$ cat src/rtl/unique_random_draw_pool_unit_defines.svh
// assertion macros shared by the pool draw modules
// expects clk and arst_n in the scope of each use
`ifndef UNIQUE_RANDOM_DRAW_POOL_UNIT_DEFINES_SVH
`define UNIQUE_RANDOM_DRAW_POOL_UNIT_DEFINES_SVH

// same-cycle implication
`define URDP_ASSERT_NOW(lbl, ante, cons, msg) \
	lbl: assert property (@(posedge clk) disable iff (!arst_n) (ante) |-> (cons)) \
		else $error(msg);

// next-cycle implication
`define URDP_ASSERT_NEXT(lbl, ante, cons, msg) \
	lbl: assert property (@(posedge clk) disable iff (!arst_n) (ante) |=> (cons)) \
		else $error(msg);

`endif

$ cat src/rtl/urdp_pkg.sv
// shared widths, codes and controller/datapath interface structs
// no dependencies
`default_nettype none

package urdp_pkg;

	localparam int RND_W   = 31;
	localparam int DRAWN_W = 12;
	localparam int CFG_W   = 13;
	localparam int DIVC_W  = $clog2(RND_W);

	localparam logic CMD_RESTART = 1'b0;
	localparam logic CMD_DRAW    = 1'b1;

	typedef struct packed {
		logic load_in;
		logic restart;
		logic fill_step;
		logic fill_end;
		logic div_start;
		logic div_step;
		logic rd_slot;
		logic rd_last;
		logic swap;
		logic out_load;
		logic out_exh;
	} urdp_cmd_t;

	typedef struct packed {
		logic fill_done;
		logic count_zero;
		logic div_last;
		logic out_busy;
	} urdp_sts_t;

endpackage

`default_nettype wire

$ cat src/rtl/urdp_ctrl.sv
// controller state machine sequencing restart fill, modulo, read and swap
// depends on urdp_pkg and the assertion macro header
`default_nettype none
`include "unique_random_draw_pool_unit_defines.svh"

module urdp_ctrl import urdp_pkg::*; (
	input  wire logic      clk,
	input  wire logic      arst_n,
	input  wire logic      s_valid,
	input  wire logic      s_command,
	output logic           s_ready,
	input  wire urdp_sts_t sts,
	output urdp_cmd_t      cmd
);

	typedef enum logic [2:0] {
		ST_IDLE,
		ST_FILL,
		ST_CHECK,
		ST_DIV,
		ST_RD_SLOT,
		ST_RD_LAST,
		ST_SWAP,
		ST_DONE
	} state_t;

	state_t state_q;
	logic   exh_q;

	always_comb begin
		cmd           = '0;
		cmd.out_exh   = exh_q;
		s_ready       = state_q == ST_IDLE;
		unique case (state_q)
			ST_IDLE: begin
				cmd.load_in = s_valid;
				cmd.restart = s_valid & (s_command == CMD_RESTART);
			end
			ST_FILL: begin
				cmd.fill_step = ~sts.fill_done;
				cmd.fill_end  = sts.fill_done;
			end
			ST_CHECK:   cmd.div_start = ~sts.count_zero;
			ST_DIV:     cmd.div_step  = 1'b1;
			ST_RD_SLOT: cmd.rd_slot   = 1'b1;
			ST_RD_LAST: cmd.rd_last   = 1'b1;
			ST_SWAP:    cmd.swap      = 1'b1;
			ST_DONE:    cmd.out_load  = ~sts.out_busy;
			default: ;
		endcase
	end

	always_ff @(posedge clk or negedge arst_n) begin
		if (!arst_n) begin
			state_q <= ST_IDLE;
			exh_q   <= 1'b0;
		end else begin
			unique case (state_q)
				ST_IDLE:
					if (s_valid)
						state_q <= (s_command == CMD_RESTART) ? ST_FILL : ST_CHECK;
				ST_FILL:
					if (sts.fill_done)
						state_q <= ST_CHECK;
				ST_CHECK: begin
					exh_q   <= sts.count_zero;
					state_q <= sts.count_zero ? ST_DONE : ST_DIV;
				end
				ST_DIV:
					if (sts.div_last)
						state_q <= ST_RD_SLOT;
				ST_RD_SLOT: state_q <= ST_RD_LAST;
				ST_RD_LAST: state_q <= ST_SWAP;
				ST_SWAP:    state_q <= ST_DONE;
				ST_DONE:
					if (!sts.out_busy)
						state_q <= ST_IDLE;
				default: state_q <= ST_IDLE;
			endcase
		end
	end

	`URDP_ASSERT_NEXT(a_one_in_flight, s_valid && s_ready, !s_ready, "second request taken early")
	`URDP_ASSERT_NEXT(a_div_to_read, cmd.div_step && sts.div_last, cmd.rd_slot,
		"modulo end not followed by slot read")
	`URDP_ASSERT_NEXT(a_swap_not_exh, cmd.swap, !exh_q, "draw marked exhausted")

endmodule

`default_nettype wire

$ cat config.mk
export PLATFORM = sky130hd
export DESIGN_NAME = urdp_ctrl
export DESIGN_NICKNAME = d
export VERILOG_FILES = /design/src/rtl/urdp_pkg.sv /design/src/rtl/urdp_ctrl.sv
export VERILOG_INCLUDE_DIRS = /design/src /design/src/rtl
export SDC_FILE = /design/constraint.sdc
export NUM_CORES = 1
export LEC_CHECK = 0
export ABC_CLOCK_PERIOD_IN_PS = 1480
export BUFFER_PORTS_ARGS = -buffer_cell sky130_fd_sc_hd__buf_2
export CORE_AREA = 2 2 39 41
export DETAILED_ROUTE_END_ITERATION = 16
export DIE_AREA = 0 0 41 43
export GPL_TIMING_DRIVEN = 0
export SYNTH_ARGS = -nofsm -noshare
export SYNTH_HDL_FRONTEND = slang
export SYNTH_SLANG_ARGS = --single-unit
$ cat constraint.sdc
create_clock -name clk -period 1.48 [get_ports clk]
set_clock_uncertainty 0.1 [all_clocks]
set_input_delay 0.296 -clock clk [delete_from_list [all_inputs] [get_ports clk]]
set_output_delay 0.296 -clock clk [all_outputs]
set_load 0.02 [all_outputs]
==> flow_summary.yaml <==
floorplanning:
  die_area_sq_mm: 0.001763
  fp.dieH_um: 43
  fp.coreArea_sq_mm: 0.001384
  io-pin-count: 20
  row_count: 14
  initial_utilization: 0.2360
  die_w_um: 41
timing:
  setup_tns_ns: -1.000
  fin_crit_ns: 1.639
  slew_viol_final: 0
  tightest_slew_ns: 0.2273
  setup_viol: 10
  layout_worst_path_cycle_share: 1.107
  relSlewSlack: 0.8468
  timing.fmax_ghz: 0.6102
  whs_ns: 0.2401
  rsz0062_at_grt: "true"
  setup_ws_ns: -0.1589
  timing_hold_violations_final: 0
setup_path:
  crit_start: "state_q[2]$_DFFE_PN0P_"
  critPathLaunchType: "flop"
  crit_type: "flop to output pin"
  cp.arrival_ns: 1.24
  worstPathRequired_ns: 1.08
  crit_slowest_cell: "dfrtp_1"
  crit_path_max_incr_delay_ns: 0.41
  critical_path.cell_chain: "nor3_4 > and2_4 > nor2b_4 > buf_6"
  crit_fanout: 3
  cp-end-kind: "output pin"
  r2r-start: "state_q[1]$_DFFE_PN0P_"
placement:
  gp_congestion: 0.6977
  portBuffers: 19
  dpl_cell_area_sq_um: 461.7
final_layout:
  area_delta_synth_final_pct: 105.7
  fin_nets: 81
  antenna_cells: 0
  fin_util: 0.4855
  drive_gt1_frac: 0.6479
  design_area_sq_um: 671.9
clocking:
  cts_made_buffers: 3
  root_buffer: "clkbuf_4"
  htree_levels: 1
  cts.clk_slew.worst_paths_ns: 0.03
  cts_tree: "yes"
  clockBufferDepth: 2
  clock_latency_ns: 0.23
  cts.sinks: 4
route:
  drt_iter0_markers: 3
  num_vias: 426
  drcViolationCount: 0
  avgRoutedWirePerCell_um: 11.97
  postRouteAntennaNets: 0
  via_per_inst: 4.897
  first_pass_iters: 4
  drt-total-wl_mm: 1.041
run:
  cap_violations: 0
power:
  p_total_mw: 1.408
  p_leak_nw: 0.3092
  powerDensity_mw_per_mm2: 2095
  irDropWorstVdd_uv: 823.7
logic_synthesis:
  synthesis.nets: 50
  syn_inst: 42
  synthFlopType: "dfrtp_1"
  synthArstFlopShare: 1.000
  yosysTopAreaCellShare: 0.3065
  synthDistinctLibCells: 26
  yosysWarnings: 0
  synth_top_area_cell: "dfrtp_1"
  ys_seq_area_frac: 0.3065
  synth.avg_cell_area_sq_um: 7.775
  ys_ff_latch: 4
  netlist_top_cells_area: "dfrtp_1 31%, and3_1 5.7%, nor2_1 5.7%, nor3_1 4.6%, o22ai_1 3.8%"
  synth_edf_count: 0
  synth_area_sq_um: 326.6
global_routing:
  antenna_found_initial: 0
  grt_overflow: 0
  first_global_vias: 438
  track_usage: 0.1554
  grt_max_degree: 11
  grt_pass1_wl_mm: 1.766
hold_path:
  min-delay-start: "sts[2]"
  min_path_type: "input pin to flop"
outcome:
  status: "finished, violations left"
  violations: "setup timing"
-- layout make-up --
class / instances / area (sq um)
Timing Repair Buffer: 26 / 203.9
Buffer: 4 / 41.29
Inverter: 3 / 11.26
Clock buffer: 3 / 22.52
Sequential cell: 4 / 101.3
Fill cell: 132 / 711.9
Tap cell: 16 / 20.02
Multi-Input combinational cell: 31 / 271.5
-- path summary, 6_finish.rpt --
kind / endpoint / slack (ns) / cells past startpoint
max reg2reg: state_q[1]$_DFFE_PN0P_ / 0.04 / 5
min in group asynchronous: state_q[1]$_DFFE_PN0P_ / 0.31 / 2
max in group asynchronous: state_q[0]$_DFFE_PN0P_ / 0.85 / 2
min: exh_q$_DFFE_PN0N_ / 0.24 / 2
min reg2reg: exh_q$_DFFE_PN0N_ / 0.39 / 1
max: cmd[9] / -0.16 / 4
-- where the power goes --
part | leakage, nW | internal (mW) | switching (mW)
logic | 0.251 | 0.505 | 0.536
clock network | 0.0138 | 0.0905 | 0.0418
registers | 0.0439 | 0.169 | 0.0660
total | 0.309 | 0.764 | 0.644
-- layout by cell type, fill, tap and decap left out, drive strengths merged, types with 2 or more instances in the layout --
master   n
nor2     5
o22ai    2
inv      3
dfrtp    4
buf     29
and3     3
o21ai    2
nor3     3
nand2    2
clkbuf   3
-- cells in the mapped netlist, drive strengths merged, types with 2 or more instances --
| library cell | n |
|---|---|
| nor2 | 5 |
| buf | 4 |
| dfrtp | 4 |
| and3 | 3 |
| inv | 3 |
| nor3 | 3 |
| nand2 | 2 |
| o21ai | 2 |
| o22ai | 2 |
-- what timing repair did --
| item | in CTS | in global routing |
|---|---|---|
| pin swaps | 4 | 5 |
| gates resized for setup | 34 | 4 |
| endpoints found under the setup margin | 10 | 11 |
| setup buffers | 6 | 0 |
| hold buffers | 1 | 0 |
| hold endpoints to repair | 4 | 0 |
-- cell families after synthesis --
| kind of cell | synth area share |
|---|---|
| AOI/OAI and AO/OA | 0.2107 |
| buffers and inverters | 0.1226 |
| DFF | 0.3065 |
| muxes | 0.03448 |
| and+or+nand+nor | 0.3258 |
-- metrics by stage --
| step | setup WS, ns | std cells |
|---|---|---|
| floorplan | -0.1967 | 42 |
| global placement | 0.05257 | 77 |
| detailed placement | 0.04325 | 77 |
| CTS | -0.1763 | 87 |
| global route | -0.2196 | 87 |
| finish | -0.1589 | 87 |
-- per-layer routing --
layer / vias to the layer above / GRT usage / wire length (um)
met4: 0 / 0.1400 / 42
met2: 14 / 0.2563 / 534
li1: 207 / - / -
met1: 201 / 0.1569 / 419
met5: - / 0 / 0
met3: 4 / 0.01571 / 44
-- flip-flops by register name, indices dropped and copies added, names as in the netlist --
name,flops
state_q,3
exh_q,1
-- worst max-delay path: cells and delay by family, from the launching register on --
| kind | cells | cell delay (ns) |
|---|---|---|
| AND/OR/NAND/NOR | 3 | 0.49 |
| buffers and inverters | 1 | 0.11 |
| flip-flops | 1 | 0.41 |
No activity file was read; power rests on OpenSTA's default activity.
